## src/sv/ppp_pkg.sv

```systemverilog
// Shared types, constants and helpers of the perspective projection block.
package ppp_pkg;

  localparam int LANE_W  = 21;
  localparam int REG_W   = 3 * LANE_W;
  localparam int SIZE_W  = 13;
  localparam int ADDR_W  = 6;
  localparam int CDATA_W = 64;
  localparam int MUL_W   = 46;
  localparam int PROD_W  = 2 * MUL_W;
  localparam int T_W     = 94;
  localparam int N_W     = 110;
  localparam int Q_W     = 16;

  localparam logic [2:0] REG_POS    = 3'd0;
  localparam logic [2:0] REG_PLANE  = 3'd1;
  localparam logic [2:0] REG_HAX    = 3'd2;
  localparam logic [2:0] REG_VAX    = 3'd3;
  localparam logic [2:0] REG_WIDTH  = 3'd4;
  localparam logic [2:0] REG_HEIGHT = 3'd5;

  localparam logic [REG_W-1:0]  RST_POS    = 63'd0;
  localparam logic [REG_W-1:0]  RST_PLANE  = 63'd41;
  localparam logic [REG_W-1:0]  RST_HAX    = 63'd4397960527872;
  localparam logic [REG_W-1:0]  RST_VAX    = 63'd136339441844224;
  localparam logic [SIZE_W-1:0] RST_WIDTH  = 13'd800;
  localparam logic [SIZE_W-1:0] RST_HEIGHT = 13'd600;

  localparam logic [Q_W-1:0] SAT_POS = 16'h7fff;
  localparam logic [Q_W-1:0] SAT_NEG = 16'h8000;

  typedef struct packed {
    logic [REG_W-1:0]  pos;
    logic [REG_W-1:0]  plane;
    logic [REG_W-1:0]  hax;
    logic [REG_W-1:0]  vax;
    logic [SIZE_W-1:0] width;
    logic [SIZE_W-1:0] height;
  } ppp_cfg_t;

  typedef struct packed {
    logic           spec;
    logic [Q_W-1:0] spec_val;
    logic           sat_hi;
    logic           sat_lo;
  } ppp_axis_side_t;

  typedef struct packed {
    logic           depth_zero;
    ppp_axis_side_t x;
    ppp_axis_side_t y;
  } ppp_side_t;

  function automatic logic signed [LANE_W-1:0] lane_get(logic [REG_W-1:0] v, int k);
    return $signed(v[LANE_W*k +: LANE_W]);
  endfunction

endpackage

```

## src/sv/ppp_div_stage.sv

```systemverilog
// One registered step of a restoring division that yields one quotient bit.
module ppp_div_stage (
  input  logic                         clk,
  input  logic                         en,
  input  logic [ppp_pkg::N_W-1:0]      rem_i,
  input  logic [ppp_pkg::N_W-1:0]      dk_i,
  input  logic [ppp_pkg::Q_W-1:0]      q_i,
  output logic [ppp_pkg::N_W-1:0]      rem_o,
  output logic [ppp_pkg::N_W-1:0]      dk_o,
  output logic [ppp_pkg::Q_W-1:0]      q_o
);
  import ppp_pkg::*;

  logic [N_W-1:0] rem_r, dk_r;
  logic [Q_W-1:0] q_r;
  logic           ge;

  assign ge = rem_i >= dk_i;

  always_ff @(posedge clk) begin
    if (en) begin
      rem_r <= ge ? rem_i - dk_i : rem_i;
      dk_r  <= dk_i >> 1;
      q_r   <= {q_i[Q_W-2:0], ge};
    end
  end

  assign rem_o = rem_r;
  assign dk_o  = dk_r;
  assign q_o   = q_r;

endmodule

```

## config.mk

```make
export PLATFORM = sky130hd
export DESIGN_NAME = ppp_div_stage
export DESIGN_NICKNAME = d
export VERILOG_FILES = /design/src/sv/ppp_pkg.sv /design/src/sv/ppp_div_stage.sv
export SDC_FILE = /design/constraint.sdc
export NUM_CORES = 1
export LEC_CHECK = 0
export BUFFER_PORTS_ARGS = -buffer_cell sky130_fd_sc_hd__clkbuf_2
export CAP_MARGIN = 20
export CORE_UTILIZATION = 49
export CTS_CLUSTER_SIZE = 30
export DETAILED_ROUTE_END_ITERATION = 12
export PLACE_DENSITY = 0.76
export SLEW_MARGIN = 10
export SYNTH_ARGS = -nofsm -noshare
export SYNTH_HDL_FRONTEND = slang
export SYNTH_SLANG_ARGS = --single-unit
```

## constraint.sdc

```tcl
create_clock -name clk -period 7.7 [get_ports clk]
set_input_delay 0.77 -clock clk [delete_from_list [all_inputs] [get_ports clk]]
set_output_delay 0.77 -clock clk [all_outputs]
set_load 0.005 [all_outputs]
```

**After elaboration in Yosys (flattened, before gate mapping)**

Index checks and enable logic that the tools add are counted.

- $add $sub $neg: 1
- Multipliers: 0
- Div/mod/pow operators: 0
- Magnitude comparators: 1
- Equality and inequality tests: 0
- Shifts and indexed selects: 0
- Muxes and demuxes: 1
- Bitwise gates (word level): 0
- Reductions and logical operators: 0

Operators with widths:

| cell | count |
|---|---|
| $ge A110 B110 Y1 | 1 |
| $mux W110 | 1 |
| $sub A110 B110 Y110 | 1 |

- Flip-flop bits (word level): 235
- Bits in latches: 0
- RAM bits: 0
- Bits in read-only memories: 0
- Output and inout bits: 236
- Memories kept: 0

**Depth between registers and ports, before layout**

- Word-level depth: 2
- Depth in mapped cells: 16
- Mapped depth without buffers: 15

**Worst setup path after synthesis**

OpenSTA, ideal clock, no wires.

- Kind: input -> register
- Start point: in dk_i[69] in the netlist's numbering
- End point: reg rem_r[98], in the netlist rem_o[98], data pin
- Data arrival time: 3.436 ns
- Path slack: 3.990 ns
- Stages: 14
- Path buffers: 2
- Cells stage by stage: inv_1 ha_1 buf_2 nand4_1 or3_1 or4_1 nor4_1 a31oi_1 o21a_1 o211a_2 buf_6 or3_1 mux2i_1 a311oi_1

- Cells in the longest elaborated chain, start to end: 2

RTL lines:

| what | RTL line | source |
|---|---|---|
| from (decl) | ppp_div_stage.sv:6 | `input logic [ppp_pkg::N_W-1:0] dk_i,` |
| $sub A110 B110 Y110 or $ge A110 B110 Y1 (tied branches) | ppp_div_stage.sv:22, ppp_div_stage.sv:18 |  |
| $mux W110 * | ppp_div_stage.sv:22 | `rem_r <= ge ? rem_i - dk_i : rem_i;` |
| to (signal assigned) | ppp_div_stage.sv:22 |  |
| to (decl) | ppp_div_stage.sv:14 | `logic [N_W-1:0] rem_r, dk_r;` |

Every way passes the cells marked *; elsewhere a longest branch is shown, timed or not.
A chain may end at the register's enable or synchronous reset.

**Final worst setup path**

- Start point: in dk_i[45] in the netlist's numbering
- End point: reg rem_r[87], in the netlist rem_o[87], data pin

Same word-level chain as after synthesis.

==> results.json <==
{
  "grt_pass1_wl_mm": 80.1,
  "grt_max_degree": 138,
  "cp-end-kind": "register",
  "syn_area_per_cell_um2": 9.12,
  "setup_violations": 0,
  "synth_cell_type_count": 75,
  "drive_above_1_share": 0.239,
  "p_comb_frac": 0.288,
  "dr.pass1.iters": 6,
  "wl_mm": 53.4,
  "min_path_type": "primary input to register",
  "place.gp.congestion": 0.955,
  "p_int_mw": 2.73,
  "synth_area_um2": 16400,
  "port_buffers": 471,
  "drv_slew": 0,
  "vias_per_cell": 5.76,
  "cp_data_required_time_ns": 8.09,
  "ys.flop_type": "edfxtp_1",
  "synth-async-reset-ratio": 0,
  "crit_family": "simple AND/OR/NAND/NOR gates",
  "synthCells": 1794,
  "worstMarginPinSlew_ns": 0.984,
  "yosys_warnings": 0,
  "dieArea_um2": 34100,
  "final_nets": 2563,
  "finalSetupTns_ns": 0,
  "power.total_mw": 3.97,
  "hold_violations": 0,
  "cp_num_buf_inv": 4,
  "min_period_over_period": 0.611,
  "min_period_ns": 4.71,
  "cts.sinks": 235,
  "post_cts_buffers": 0,
  "grt-ovfl-total": 0,
  "slowest_stage": "nor4_1",
  "routedWlPerCell_um": 20.0,
  "relSlewSlack": 0.344,
  "cap_violations": 0,
  "io_pins": 474,
  "crit_cells": 15,
  "slowest_delay_ns": 0.70,
  "die_h_um": 185,
  "syn-num-nets": 2143,
  "dp_hpwl_mm": 43.3,
  "core-area_um2": 32700,
  "htree_levels": 1,
  "via_count": 15400,
  "ys_seq_area_frac": 0.431,
  "crit_chain": "clkbuf_2 -> inv_1 -> ha_1 -> nand4_1 -> nor4_1 -> nand3_1 -> nor4_1 -> a31oi_1 -> o21a_1 -> o211a_2 -> inv_6 -> buf_4 -> nor2_1 -> a311o_1 -> nor2_1",
  "cp.arrival_ns": 5.09,
  "path_clk_slew_ns": 0.06,
  "cts_tree": "done",
  "ant_nets": 0,
  "fmax_mhz": 212,
  "start_util": 0.500,
  "cts_resized": 0,
  "holdWs_ns": 0.408,
  "track_usage": 0.305,
  "path_max_fanout": 137,
  "min_delay_path_depth": 1,
  "hp-start": "q_i[14]",
  "vdd.ir_drop.worst_v": 0.000155,
  "ctsHoldBuffers": 0,
  "synth_edf_count": 235,
  "swShare": 0.313,
  "cts_buffer_depth": 3,
  "p_leak_nw": 8.71,
  "min_to": "q_o[15]",
  "drt_iter0_markers": 1378,
  "outcome": "finished clean",
  "final_core_util": 0.604,
  "dieWidth_um": 185,
  "drc": 0,
  "crit_type": "primary input to register",
  "pwr_density_cell_nw_per_um2": 201,
  "antenna_found_initial": 4,
  "pwr-share-seq": 0.410,
  "start_kind": "primary input",
  "rsz0062_at_grt": "false",
  "clockRootBuffer": "clkbuf_16",
  "clkPwrFrac": 0.303,
  "power.switching_mw": 1.24,
  "ys_seq_elements": 235,
  "area_delta_synth_final_pct": 20.8,
  "rows": 66,
  "cts_inserted_buffers": 25,
  "grt_pass1_vias": 14600
}
==> synthesized netlist by cell type (all sizes together), types with 14 or more instances <==
cell type / number / share of area
o211ai: 14 / 0.0064
xor2: 39 / 0.021
nand3: 22 / 0.0067
a21o: 49 / 0.022
nand4: 60 / 0.023
nand2: 163 / 0.037
o21bai: 37 / 0.017
a21oi: 244 / 0.075
a31oi: 14 / 0.0054
o21ai: 105 / 0.032
nor2: 185 / 0.042
mux2: 19 / 0.013
edfxtp: 235 / 0.43
nor3: 31 / 0.0095
buf: 43 / 0.014
o21a: 19 / 0.0087
inv: 147 / 0.034
xnor2: 55 / 0.029
or3: 14 / 0.0054
ha: 110 / 0.084
clkbuf: 44 / 0.010
==> power by group through the flow <==
stage / logic (mW) / registers [mW] / clock network, mW
final: 1.14 / 1.63 / 1.20
after detailed placement: 1.12 / 1.65 / 0
after global placement: 1.11 / 1.65 / 0
after CTS: 1.13 / 1.63 / 1.23
after floorplan: 0.653 / 1.67 / 0
after global routing: 1.25 / 1.64 / 1.27
==> registers in the layout, indices dropped and copies added (netlist names) <==
| register | count |
|---|---|
| dk_o | 109 |
| rem_o | 110 |
| q_o | 16 |
==> cell families after synthesis <==
kind of cell,Yosys count,synth area share
AO/OA/AOI/OAI,563,0.209
XOR/XNOR,94,0.0503
adder cells (fa/ha/maj),111,0.0854
buffers and inverters,234,0.0580
flip-flops,235,0.431
multiplexers,25,0.0168
other,1,0.000229
AND/OR/NAND/NOR,531,0.149
==> through the flow <==
step	cell area, µm²	setup WS, ns	std cells
6_report	19800	2.99	2677
3_3_place_gp	19000	2.59	2629
2_1_floorplan	16400	3.99	1794
5_1_grt	19800	2.76	2675
4_1_cts	19800	3.04	2674
3_5_place_dp	19000	2.50	2629
==> how the worst max path moves through the flow <==
| stage | to | slack (ns) | start |
|---|---|---|---|
| after global routing | rem_o[87] | 2.76 | dk_i[45] |
| after global placement | rem_o[93] | 2.59 | dk_i[10] |
| final | rem_o[87] | 2.99 | dk_i[45] |
| after detailed placement | rem_o[87] | 2.50 | dk_i[10] |
| after CTS | rem_o[87] | 3.04 | dk_i[9] |
| after floorplan | rem_o[98] | 3.99 | dk_i[69] |
==> layer usage <==
| layer | GRT usage | vias up | wire, µm |
|---|---|---|---|
| met1 | 0.401 | 7249 | 22400 |
| met5 | 0 | - | 11 |
| met3 | 0.0454 | 75 | 4230 |
| li1 | - | 7402 | - |
| met4 | 0.0843 | 2 | 1270 |
| met2 | 0.520 | 701 | 25500 |
==> cell type report <==
class	count	area, µm²
sequential	235	7060
multi-input combinational	1325	8350
antenna	3	7.51
fill	2949	12900
tap	442	553
inverter	147	557
clock inverter	15	159
timing repair buffer	480	2430
clock buffer	30	644
==> placed cells by master, fill, tap and decap left out, types with 49 or more instances in the layout <==
cell and n:
nor2_1 185, a21oi_1 244, xnor2_1 55, inv_1 146, edfxtp_1 235, ha_1 110, o21ai_0 85, nand2_1 163
nand4_1 60, a21o_1 49, clkbuf_2 470
No activity file was read; power rests on OpenSTA's default activity.
