===== config.mk =====
export PLATFORM = sky130hd
export DESIGN_NAME = ppp_cfg
export DESIGN_NICKNAME = d
export VERILOG_FILES = /design/src/sv/ppp_pkg.sv /design/src/sv/ppp_cfg.sv
export SDC_FILE = /design/constraint.sdc
export NUM_CORES = 1
export LEC_CHECK = 0
export ABC_AREA = 1
export BUFFER_PORTS_ARGS = -buffer_cell sky130_fd_sc_hd__buf_2
export CORE_MARGIN = 5
export CORE_UTILIZATION = 47
export DETAILED_ROUTE_END_ITERATION = 10
export PLACE_DENSITY = 0.82
export SYNTH_ARGS = -nofsm -noshare
export SYNTH_HDL_FRONTEND = slang
export SYNTH_SLANG_ARGS = --single-unit

===== constraint.sdc =====
create_clock -name clk -period 1.34 [get_ports clk]
set_clock_uncertainty 0.2 [all_clocks]
set_input_delay 0.134 -clock clk [delete_from_list [all_inputs] [get_ports clk]]
set_output_delay 0.134 -clock clk [all_outputs]
set_load 0.05 [all_outputs]

===== src/sv/ppp_pkg.sv =====
// Shared types, constants and helpers of the perspective projection block.
package ppp_pkg;

  localparam int LANE_W  = 21;
  localparam int REG_W   = 3 * LANE_W;
  localparam int SIZE_W  = 13;
  localparam int ADDR_W  = 6;
  localparam int CDATA_W = 64;
  localparam int MUL_W   = 46;
  localparam int PROD_W  = 2 * MUL_W;
  localparam int T_W     = 94;
  localparam int N_W     = 110;
  localparam int Q_W     = 16;

  localparam logic [2:0] REG_POS    = 3'd0;
  localparam logic [2:0] REG_PLANE  = 3'd1;
  localparam logic [2:0] REG_HAX    = 3'd2;
  localparam logic [2:0] REG_VAX    = 3'd3;
  localparam logic [2:0] REG_WIDTH  = 3'd4;
  localparam logic [2:0] REG_HEIGHT = 3'd5;

  localparam logic [REG_W-1:0]  RST_POS    = 63'd0;
  localparam logic [REG_W-1:0]  RST_PLANE  = 63'd41;
  localparam logic [REG_W-1:0]  RST_HAX    = 63'd4397960527872;
  localparam logic [REG_W-1:0]  RST_VAX    = 63'd136339441844224;
  localparam logic [SIZE_W-1:0] RST_WIDTH  = 13'd800;
  localparam logic [SIZE_W-1:0] RST_HEIGHT = 13'd600;

  localparam logic [Q_W-1:0] SAT_POS = 16'h7fff;
  localparam logic [Q_W-1:0] SAT_NEG = 16'h8000;

  typedef struct packed {
    logic [REG_W-1:0]  pos;
    logic [REG_W-1:0]  plane;
    logic [REG_W-1:0]  hax;
    logic [REG_W-1:0]  vax;
    logic [SIZE_W-1:0] width;
    logic [SIZE_W-1:0] height;
  } ppp_cfg_t;

  typedef struct packed {
    logic           spec;
    logic [Q_W-1:0] spec_val;
    logic           sat_hi;
    logic           sat_lo;
  } ppp_axis_side_t;

  typedef struct packed {
    logic           depth_zero;
    ppp_axis_side_t x;
    ppp_axis_side_t y;
  } ppp_side_t;

  function automatic logic signed [LANE_W-1:0] lane_get(logic [REG_W-1:0] v, int k);
    return $signed(v[LANE_W*k +: LANE_W]);
  endfunction

endpackage


===== src/sv/ppp_cfg.sv =====
// Configuration register file with an APB-style access port.
module ppp_cfg (
  input  logic                        clk,
  input  logic                        rst_n,
  input  logic                        psel,
  input  logic                        penable,
  input  logic                        pwrite,
  input  logic [ppp_pkg::ADDR_W-1:0]  paddr,
  input  logic [ppp_pkg::CDATA_W-1:0] pwdata,
  output logic [ppp_pkg::CDATA_W-1:0] prdata,
  output ppp_pkg::ppp_cfg_t           cfg_o
);
  import ppp_pkg::*;

  ppp_cfg_t   cfg_r, cfg_nxt;
  logic [2:0] idx;

  assign idx = paddr[5:3];

  always_comb begin
    cfg_nxt = cfg_r;
    if (psel && penable && pwrite) begin
      case (idx)
        REG_POS:    cfg_nxt.pos    = pwdata[REG_W-1:0];
        REG_PLANE:  cfg_nxt.plane  = pwdata[REG_W-1:0];
        REG_HAX:    cfg_nxt.hax    = pwdata[REG_W-1:0];
        REG_VAX:    cfg_nxt.vax    = pwdata[REG_W-1:0];
        REG_WIDTH:  cfg_nxt.width  = pwdata[SIZE_W-1:0];
        REG_HEIGHT: cfg_nxt.height = pwdata[SIZE_W-1:0];
        default:    cfg_nxt = cfg_r;
      endcase
    end
  end

  always_ff @(posedge clk) begin
    if (!rst_n) begin
      cfg_r <= '{pos: RST_POS, plane: RST_PLANE, hax: RST_HAX, vax: RST_VAX,
                 width: RST_WIDTH, height: RST_HEIGHT};
    end else begin
      cfg_r <= cfg_nxt;
    end
  end

  always_comb begin
    case (idx)
      REG_POS:    prdata = CDATA_W'(cfg_r.pos);
      REG_PLANE:  prdata = CDATA_W'(cfg_r.plane);
      REG_HAX:    prdata = CDATA_W'(cfg_r.hax);
      REG_VAX:    prdata = CDATA_W'(cfg_r.vax);
      REG_WIDTH:  prdata = CDATA_W'(cfg_r.width);
      REG_HEIGHT: prdata = CDATA_W'(cfg_r.height);
      default:    prdata = '0;
    endcase
  end

  assign cfg_o = cfg_r;

endmodule


==> metrics.txt, run 1 <==
leading cell type by number of instances after synthesis=nand2_1; Syn. warnings=0; Cell Area, Synth=13300 um^2; placed cell area=17500 um^2; post-synth top area share=41.9%; status=did not finish; H-tree Lvls=1; Fail Step=5_1_grt; Root Buffer=clkbuf_16; clk buf depth=3; FF+latch count, synth=278; number of synthesized flops with an enable pin=0; Main synth FF type=dfxtp_1; library cells used by synthesis=19; leading area contributor after synthesis=dfxtp_1; largest net degree at the start of global routing=59; Starting Density=47.7%; row count=61; Error=[ERROR GRT-0232] Routing congestion too high. Check the congestion heatmap in the GUI.; num ports=417; die width=178 um; placed cells=2952; Seq/Total Area, Yosys=41.9%; PortBufs=411; main area contributors after synthesis=dfxtp_1 (42%), nand2_1 (19%), nor2_1 (16%); worst endpoint after global-route timing repair=prdata[6]; syn nets=2224; TritonCTS buffer count=30; top cells by count, synth=nand2_1 (657), nor2_1 (554), dfxtp_1 (278), nand3_1 (229), inv_1 (177); Die Y=178 um; DP Worst Slack=-0.547 ns; FFs w/ async S/R, synth=0%; cell count after synthesis=2149; Avg Inst Size Synth=6.18 um^2; Worst EP kind=output port; routability cong.=0.998; Post-DP HPWL=36.1 mm; Total Routing Usage GR=76.3%; gr ovfl total=76; Clock Sinks=278
==> layer usage <==
metal / overflow / GRT usage, %
met1: 1 / 74.2
met2: 32 / 90.8
met3: 5 / 67.8
met4: 38 / 73.8
met5: 0 / 31.4
==> cell families after synthesis <==
logic type | Yosys count | synth area share, %
AO/OA/AOI/OAI | 55 | 2.07
buffers and inverters | 326 | 10.5
flip-flops | 278 | 41.9
other | 1 | 0.0282
AND/OR/NAND/NOR | 1489 | 45.4
==> stage by stage <==
stage	TNS [ns]	hold slack [ns]
after floorplan	-1.05	0.0601
after CTS	-47.93	0.0776
after detailed placement	-119.28	0.166
after global placement	-109.11	0.162
==> timing repair <==
action,CTS
hold buffers,65
resized for setup,1513
endpoints found under the hold margin,278
buffers inserted,70
endpoints found under the setup margin,341
gates cloned,8
pin swaps,123
==> inputs of run 2 (changes only) <==
--- a/config.mk
+++ b/config.mk
@@ -8,9 +8,9 @@
 export ABC_AREA = 1
 export BUFFER_PORTS_ARGS = -buffer_cell sky130_fd_sc_hd__buf_2
 export CORE_MARGIN = 5
-export CORE_UTILIZATION = 47
+export CORE_UTILIZATION = 40
 export DETAILED_ROUTE_END_ITERATION = 10
-export PLACE_DENSITY = 0.82
+export PLACE_DENSITY_LB_ADDON = 0.15
 export SYNTH_ARGS = -nofsm -noshare
 export SYNTH_HDL_FRONTEND = slang
 export SYNTH_SLANG_ARGS = --single-unit
==> constraint.sdc (replaced) <==
create_clock -name clk -period 1.7 [get_ports clk]
set_clock_uncertainty 0.2 [all_clocks]
set_input_delay 0.17 -clock clk [delete_from_list [all_inputs] [get_ports clk]]
set_output_delay 0.17 -clock clk [all_outputs]
set_load 0.05 [all_outputs]
==> metrics.txt, run 2 <==
reg2reg setup slack=0.22 ns; routability cong.=0.876; layout cells sized above 1=38.1%; DR DRC count=0; Final WS setup=-0.120 ns; Clock Pin Slew Worst Setup and Hold Paths=0.06 ns; library cells used by synthesis=19; die area=36900 um^2; Final setup viols=58; Die Y=192 um; antenna violation net count after detailed routing=0; status=finished, violations left; number of synthesized flops with an enable pin=0; Hold WC Path Type=in2reg; CP Capture Type=primary output; Avg Inst Size Synth=6.18 um^2; FF-to-FF End=cfg_o[9]; top cells by count, synth=nand2_1 (657), nor2_1 (554), dfxtp_1 (278), nand3_1 (229), inv_1 (177); via count=16200; routed wire length=58.3 mm; PortBufs=411; CP startpoint=paddr[3]; WL per Instance=18.0 um; overall power=15.8 mW; clock share of power=42.5%; main area contributors after synthesis=dfxtp_1 (42%), nand2_1 (19%), nor2_1 (16%); core area=32600 um^2; failing checks=negative setup slack; largest net degree at the start of global routing=61; Main synth FF type=dfxtp_1; HP Start=penable; post-synth top area share=41.9%; leading area contributor after synthesis=dfxtp_1; Starting Density=40.7%; R2R depth=4; Root Buffer=clkbuf_16; clk buf depth=3; crit path launch type=primary input; P_int=11.5 mW; Worst EP arrival=1.45 ns; Hold Path Cell Cnt=7; # fillers=2876; Flop pwr share=42.3%; commonest non-fill, non-tap cell in the layout=nand2_1; combinational power share=15.2%; placed cells=2968; Layout area overhead=58.6%; critical path type=in2out; crit share post-route=107%; Lkg Pwr=10.6 nW; Max FO, Critical Path=5; TritonCTS buffer count=31; Total Routing Usage GR=28.0%; leading cell type by number of instances after synthesis=nand2_1; 1st-iter DRT viols=1240; f_max=549 MHz; Vias/cell=5.02; crit path time final=1.82 ns; vias in the first global route=15100; Final nets=2841; row count=66; switching share of total power=27.5%; worst hold path endpoint=cfg_o[246]; Max Cap Viol=0; Worst-Skew Late Latency=0.55 ns; TritonRoute pass-1 iters=6; Post-Layout Cell Count=3230; gr ovfl total=0; PD cells=750 nW/um^2; Final Hold Vio Count=0; initial antenna violation count=0; Clock Sinks=278; Post-DP HPWL=35.6 mm; worst vdd ir=0.678 mV; number of antenna diodes=0; Syn. warnings=0; Seq/Total Area, Yosys=41.9%; die width=192 um; num ports=417; Cell Area, Synth=13300 um^2; syn nets=2224; first-pass GRT wire length=82.6 mm; CTS tree=done; WP data required=1.33 ns; RSZ-0062 raised after global routing=true; commonest non-fill, non-tap cells in the layout=nand2_1 (567), nor2_1 (522), buf_2 (340); FF+latch count, synth=278; reg2reg start=cfg_o[9]; cell count after synthesis=2149; FFs w/ async S/R, synth=0%; max reg flops=278; max-slew violation count=0; H-tree Lvls=1; NetSw=4.34 mW
[run 2: cell counts after synthesis]
Identical to the previous run, type by type.
[run 2: worst max-delay path: stages]
cell and delay, ns:
buf_12 0.12, clkinv_8 0.04, nand2_4 0.05, nor2_4 0.30
clkbuf_16 0.24, clkbuf_16 0.15, nand2_2 0.05, nand2_1 0.07
inv_1 0.05, nand2_2 0.07, buf_8 0.14
[run 2: worst max-delay path by stage]
stage	end	slack (ns)
final	prdata[41]	-0.12
after global routing	prdata[10]	-0.19
after CTS	prdata[9]	-0.12
after detailed placement	prdata[51]	-0.20
after global placement	prdata[51]	-0.21
after floorplan	prdata[13]	0.009
[run 2: power by group through the flow]
| stage | Sequential [mW] | Combinational [mW] | Clock, mW |
|---|---|---|---|
| after global routing | 6.68 | 2.54 | 7.09 |
| after floorplan | 7.09 | 0.871 | 0 |
| after global placement | 6.82 | 1.79 | 0 |
| final | 6.68 | 2.41 | 6.72 |
| after CTS | 6.68 | 2.18 | 6.79 |
| after detailed placement | 6.82 | 1.80 | 0 |
[run 2: through the flow]
step           utilization (%)  hold WS (ns)  TNS, ns  worst slack (ns)  instance area (um^2)
3_5_place_dp              50.5         0.206   -16.59            -0.196                 16500
4_1_cts                   60.8        0.0437    -1.72            -0.120                 19800
3_3_place_gp              50.5         0.200   -12.58            -0.209                 16500
5_1_grt                   64.6         0.172    -7.38            -0.187                 21100
6_report                  64.6         0.146    -4.05            -0.120                 21100
2_1_floorplan                -        0.0962        0           0.00943                 13300
[run 2: kinds of logic after synthesis]
kind of cell / count (synthesis) / share of synthesized area, %
AOI/OAI and AO/OA: 55 / 2.07
buffers and inverters: 326 / 10.5
DFF: 278 / 41.9
other: 1 / 0.0282
and+or+nand+nor: 1489 / 45.4
[run 2: area by class of cell]
| cell class | count | area, um^2 | area share (%) |
|---|---|---|---|
| multi-input cells | 1545 | 6810 | 32.4 |
| clock buffers | 47 | 906 | 4.30 |
| flip-flops and latches | 278 | 5780 | 27.5 |
| repair buffers | 729 | 6190 | 29.4 |
| well taps | 442 | 553 | 2.63 |
| clock inverters | 8 | 101 | 0.481 |
| inverters | 181 | 712 | 3.38 |
[run 2: what timing repair did]
action                     4_1_cts  5_1_grt
hold buffers                    71        0
setup endpoints to repair       63       71
gates cloned                    11       16
setup buffers                   70       40
hold endpoints to repair       278        0
pin swaps                       90       79
gates resized for setup        333      223
[run 2: routing by layer]
metal  vias to the layer above  track usage, %  routed length (um)
met5                         -               0                   0
met3                       143            5.11                4800
met2                       754            49.2               28100
met4                         0            9.85                2050
met1                      7542            34.4               23300
li1                       7789               -                   -
Note: power is estimated with default switching activity, not from simulation.
==> inputs of run 3 (changes only) <==
--- a/config.mk
+++ b/config.mk
@@ -7,10 +7,10 @@
 export LEC_CHECK = 0
 export ABC_AREA = 1
 export BUFFER_PORTS_ARGS = -buffer_cell sky130_fd_sc_hd__buf_2
-export CORE_MARGIN = 5
 export CORE_UTILIZATION = 40
 export DETAILED_ROUTE_END_ITERATION = 10
 export PLACE_DENSITY_LB_ADDON = 0.15
+export SETUP_SLACK_MARGIN = 0.4
 export SYNTH_ARGS = -nofsm -noshare
 export SYNTH_HDL_FRONTEND = slang
 export SYNTH_SLANG_ARGS = --single-unit
==> metrics.txt, run 3 (synthesis gave the netlist of run 2 again) <==
antenna violation net count after detailed routing=0; commonest non-fill, non-tap cell in the layout=nand2_1; CTS Hold Bufs=66; DR DRC count=0; Final nets=2814; f_max=550 MHz; status=finished, violations left; clk buf depth=3; reg2reg start=cfg_o[44]; Clock Sinks=278; R2R depth=4; core area=32600 um^2; reg2reg setup slack=0.61 ns; WL per Instance=18.5 um; routability cong.=0.950; Layout area overhead=79.8%; Multi-input gate area=7380 um^2; CP Capture Type=primary output; critical path type=reg2out; final core occ=73.2%; failing checks=negative hold slack, negative setup slack; 1st-iter DRT viols=1269; routed wire length=59.2 mm; CTS tree=done; TritonRoute pass-1 iters=6; Starting Density=40.7%; max reg flops=278; layout cells sized above 1=44.6%; Worst-Skew Late Latency=0.56 ns; # fillers=2207; Final Hold Vio Count=35; Vias/cell=5.22; crit path launch type=register; worst vdd ir=0.704 mV; die area=33900 um^2; crit share post-route=107%; H-tree Lvls=1; WP data required=1.33 ns; Die Y=184 um; PortBufs=411; Final setup viols=46; via count=16700; vias in the first global route=15200; Clock Pin Slew Worst Setup and Hold Paths=0.07 ns; Max Cap Viol=0; DP Worst Slack=-0.202 ns; Worst EP arrival=1.45 ns; worst hold path endpoint=cfg_o[209]; storage element area=6190 um^2; Post-DP HPWL=33.8 mm; Final WS setup=-0.118 ns; first-pass GRT wire length=81.8 mm; Max FO, Critical Path=2; max-slew violation count=0; num ports=417; RSZ-0062 raised after global routing=true; die width=184 um; PD cells=672 nW/um^2; Hold Slack=-0.0952 ns; placed cells=2968; gr ovfl total=0; Hold Path Cell Cnt=3; FF-to-FF End=cfg_o[44]; largest net degree at the start of global routing=48; Total Routing Usage GR=30.6%; commonest non-fill, non-tap cells in the layout=nand2_1 (564), nor2_1 (508), buf_8 (256); HP Start=rst_n; initial antenna violation count=0; Post-Layout Cell Count=3201; Hold WC Path Type=in2reg; TritonCTS buffer count=30; row count=66; Lkg Pwr=10.9 nW; crit path time final=1.82 ns; Root Buffer=clkbuf_16
-- run 3: cell types whose count changed in the layout (fill, tap and decap cells not counted), moves of 14 or more --
cell     change
a21oi_1     -33
a21oi_2     +19
a21oi_4     +14
buf_2      -204
buf_4       -38
buf_8      +231
dfxtp_1    -110
dfxtp_4    +108
inv_1       -30
inv_2       +29
nand2_2     -49
nand2_4     +52
nor2_1      -14
-- run 3: stage by stage --
step	total power [mW]	area, um^2	TNS, ns	hold slack, ns
floorplan	8.07	14200	0	0.0961
global placement	8.68	17300	-17.23	0.202
detailed placement	8.70	17300	-22.39	0.211
CTS	15.9	21800	-2.45	-0.105
global route	16.6	23900	-5.20	-0.0932
finish	16.0	23900	-2.16	-0.0952
-- run 3: worst max-delay path, stage by stage, from the launching register on --
cell	delay (ns)
dfxtp_2	0.32
nand4_1	0.12
nand2_1	0.08
nor2_2	0.13
nand2_2	0.07
buf_8	0.15
-- run 3: area by class of cell --
class	count	share of cell area, %
Timing Repair Buffer	703	33.5
Multi-Input combinational cell	1545	30.9
Sequential cell	278	25.9
Clock buffer	44	3.83
Inverter	181	2.94
Tap cell	442	2.32
Clock inverter	7	0.566
Antenna cell	1	0.0105
-- run 3: timing repair --
item / CTS / global route
setup endpoints to repair: 341 / 372
gates cloned: 4 / 5
resized for setup: 705 / 747
endpoints found under the hold margin: 278 / 35
pin swaps: 99 / 62
setup buffers: 73 / 33
-- run 3: per-layer routing --
| metal | part of all wire (%) | GRT usage (%) |
|---|---|---|
| met5 | 0 | 0 |
| met4 | 5.8 | 15.6 |
| met3 | 9.0 | 5.97 |
| met2 | 48 | 52.5 |
| met1 | 37 | 36.3 |
-- run 3: worst max path at each step --
stage | slack, ns | cells after the start | to | from
floorplan | 0.25 | 10 | prdata[16] | paddr[3]
global placement | -0.17 | 9 | prdata[20] | paddr[3]
detailed placement | -0.20 | 8 | prdata[61] | paddr[4]
CTS | -0.13 | 5 | prdata[4] | cfg_o[4]
global route | -0.17 | 5 | prdata[4] | cfg_o[93]
finish | -0.12 | 5 | prdata[10] | cfg_o[36]
-- run 3: where the power goes --
part | internal, mW | total [mW] | switching, mW | leakage [nW]
logic | 0.989 | 2.49 | 1.50 | 8.01
registers | 6.45 | 6.55 | 0.104 | 2.38
clock network | 4.28 | 7.00 | 2.72 | 0.520
total | 11.7 | 16.0 | 4.32 | 10.9
==> inputs of run 4 (changes only) <==
==> constraint.sdc (replaced) <==
create_clock -name clk -period 1.9 [get_ports clk]
set_clock_uncertainty 0.2 [all_clocks]
set_input_delay 0.19 -clock clk [delete_from_list [all_inputs] [get_ports clk]]
set_output_delay 0.19 -clock clk [all_outputs]
set_load 0.05 [all_outputs]
==> metrics.txt, run 4 (synthesis gave the netlist of run 2 again) <==
status=completed; TritonRoute pass-1 iters=6; CTS tree=done; first-pass GRT wire length=80.8 mm; reg2reg start=cfg_o[56]; Flop pwr share=40.9%; Final Hold Vio Count=0; routability cong.=0.910; placed cells=2938; Multi-input gate area=7540 um^2; WP buf/inv=7; routed wire length=59.9 mm; Clock Sinks=278; Hold Path Cell Cnt=5; layout cells sized above 1=44.4%; Max FO, Critical Path=6; WP data required=1.51 ns; clock share of power=43.6%; WL per Instance=18.9 um; Layout area overhead=75.6%; H-tree Lvls=1; overall power=14.5 mW; Hold WC Path Type=in2reg; max-slew violation count=0; combinational power share=15.5%; TritonCTS buffer count=31; Clock Pin Slew Worst Setup and Hold Paths=0.06 ns; largest net degree at the start of global routing=61; Max Cap Viol=0; die width=184 um; # fillers=2335; DR DRC count=0; Final nets=2789; max reg flops=278; Lkg Pwr=11.1 nW; P_int=10.5 mW; commonest non-fill, non-tap cells in the layout=nand2_1 (507), nor2_1 (502), nand3_1 (227); Vias/cell=5.21; NetSw=3.98 mW; storage element area=5960 um^2; vias in the first global route=14900; crit path cell chain=buf_12 > clkinv_8 > nand2_8 > nor2_4 > buf_6 > buf_12 > buf_16 > nand2_1 > nand2_1 > inv_2 > nand2_4 > buf_8; gr ovfl total=0; RSZ-0062 raised after global routing=true; crit path time final=1.86 ns; HP Start=penable; worst vdd ir=0.820 mV; number of antenna diodes=0; Starting Density=40.7%; worst hold path endpoint=cfg_o[3]; R2R depth=4; crit share post-route=97.7%; antenna violation net count after detailed routing=0; 1st-iter DRT viols=1323; Largest stage delay, worst path=0.17 ns; Crit path max-delay family=buffers and inverters; PortBufs=411; num ports=417; critical path type=in2out; f_max=539 MHz; Total Routing Usage GR=30.4%; reg2reg setup slack=0.83 ns; Final setup viols=0; Root Buffer=clkbuf_16; PD cells=623 nW/um^2; final core occ=71.4%; switching share of total power=27.4%; Post-Layout Cell Count=3178; row count=66; Die Y=184 um; crit path launch type=primary input; CP Capture Type=primary output; Worst EP arrival=1.47 ns; Worst-Skew Late Latency=0.56 ns; TNS Setup=0 ns; FF-to-FF End=cfg_o[56]; slowest stage cell, crit path=nor2_4; initial antenna violation count=0; via count=16500; clk buf depth=3; die area=33900 um^2; core area=32600 um^2; commonest non-fill, non-tap cell in the layout=nand2_1; Post-DP HPWL=31.5 mm
-- run 4: changes by cell type in the layout (fill, tap and decap cells not counted), sizes merged --
cell and delta:
buf -26, inv -1, clkinv +6, clkinvlp +2
dlygate4sd3 -2, bufbuf -1, diode -1
-- run 4: how the worst max path moves through the flow --
| stage | start | to | slack (ns) | cells past startpoint |
|---|---|---|---|---|
| after CTS | cfg_o[90] | prdata[1] | 0.05 | 5 |
| final | paddr[3] | prdata[50] | 0.04 | 12 |
| after detailed placement | paddr[4] | prdata[16] | -0.03 | 10 |
| after global routing | paddr[3] | prdata[49] | -0.04 | 12 |
| after global placement | paddr[4] | prdata[16] | -0.03 | 10 |
| after floorplan | paddr[3] | prdata[13] | 0.40 | 8 |
-- run 4: timing repair --
item,CTS,global route
setup endpoints to repair,341,317
endpoints found under the hold margin,278,0
hold buffers,64,0
gates resized for setup,599,783
gates cloned,14,7
setup buffers,65,35
pin swaps,70,81
-- run 4: power by group through the flow --
stage | combinational (mW) | clock [mW] | sequential, mW
after floorplan | 0.831 | 0 | 6.35
after global placement | 1.56 | 0 | 6.10
after detailed placement | 1.58 | 0 | 6.10
after CTS | 1.99 | 6.36 | 5.95
after global routing | 2.37 | 6.60 | 5.94
final | 2.25 | 6.34 | 5.93
-- run 4: layout make-up --
class,instances,share of cell area [%]
timing repair buffer,677,32.0
sequential,278,25.6
inverter,181,3.07
multi-input combinational,1545,32.4
clock inverter,14,0.768
tap,442,2.37
clock buffer,41,3.83
-- run 4: metrics by stage --
| step | instance area, um^2 | hold slack, ns | setup slack [ns] |
|---|---|---|---|
| 3_5_place_dp | 16700 | 0.221 | -0.0296 |
| 2_1_floorplan | 13800 | 0.116 | 0.400 |
| 5_1_grt | 23300 | 0.105 | -0.0384 |
| 6_report | 23300 | 0.0743 | 0.0435 |
| 4_1_cts | 20900 | 0.0686 | 0.0547 |
| 3_3_place_gp | 16700 | 0.216 | -0.0331 |
-- run 4: metal layers --
metal	track usage, %	up-vias	wire [um]
li1	-	7711	-
met1	35.5	7700	22600
met2	53.3	875	29200
met3	6.50	259	4860
met4	13.1	0	3270
met5	0	-	0
-- run 4: worst min-delay path, delay by kind of cell --
family                 cells  cell delay, ns
AND/OR/NAND/NOR            2            0.12
buffers and inverters      2            0.30
AO/OA/AOI/OAI              1            0.18
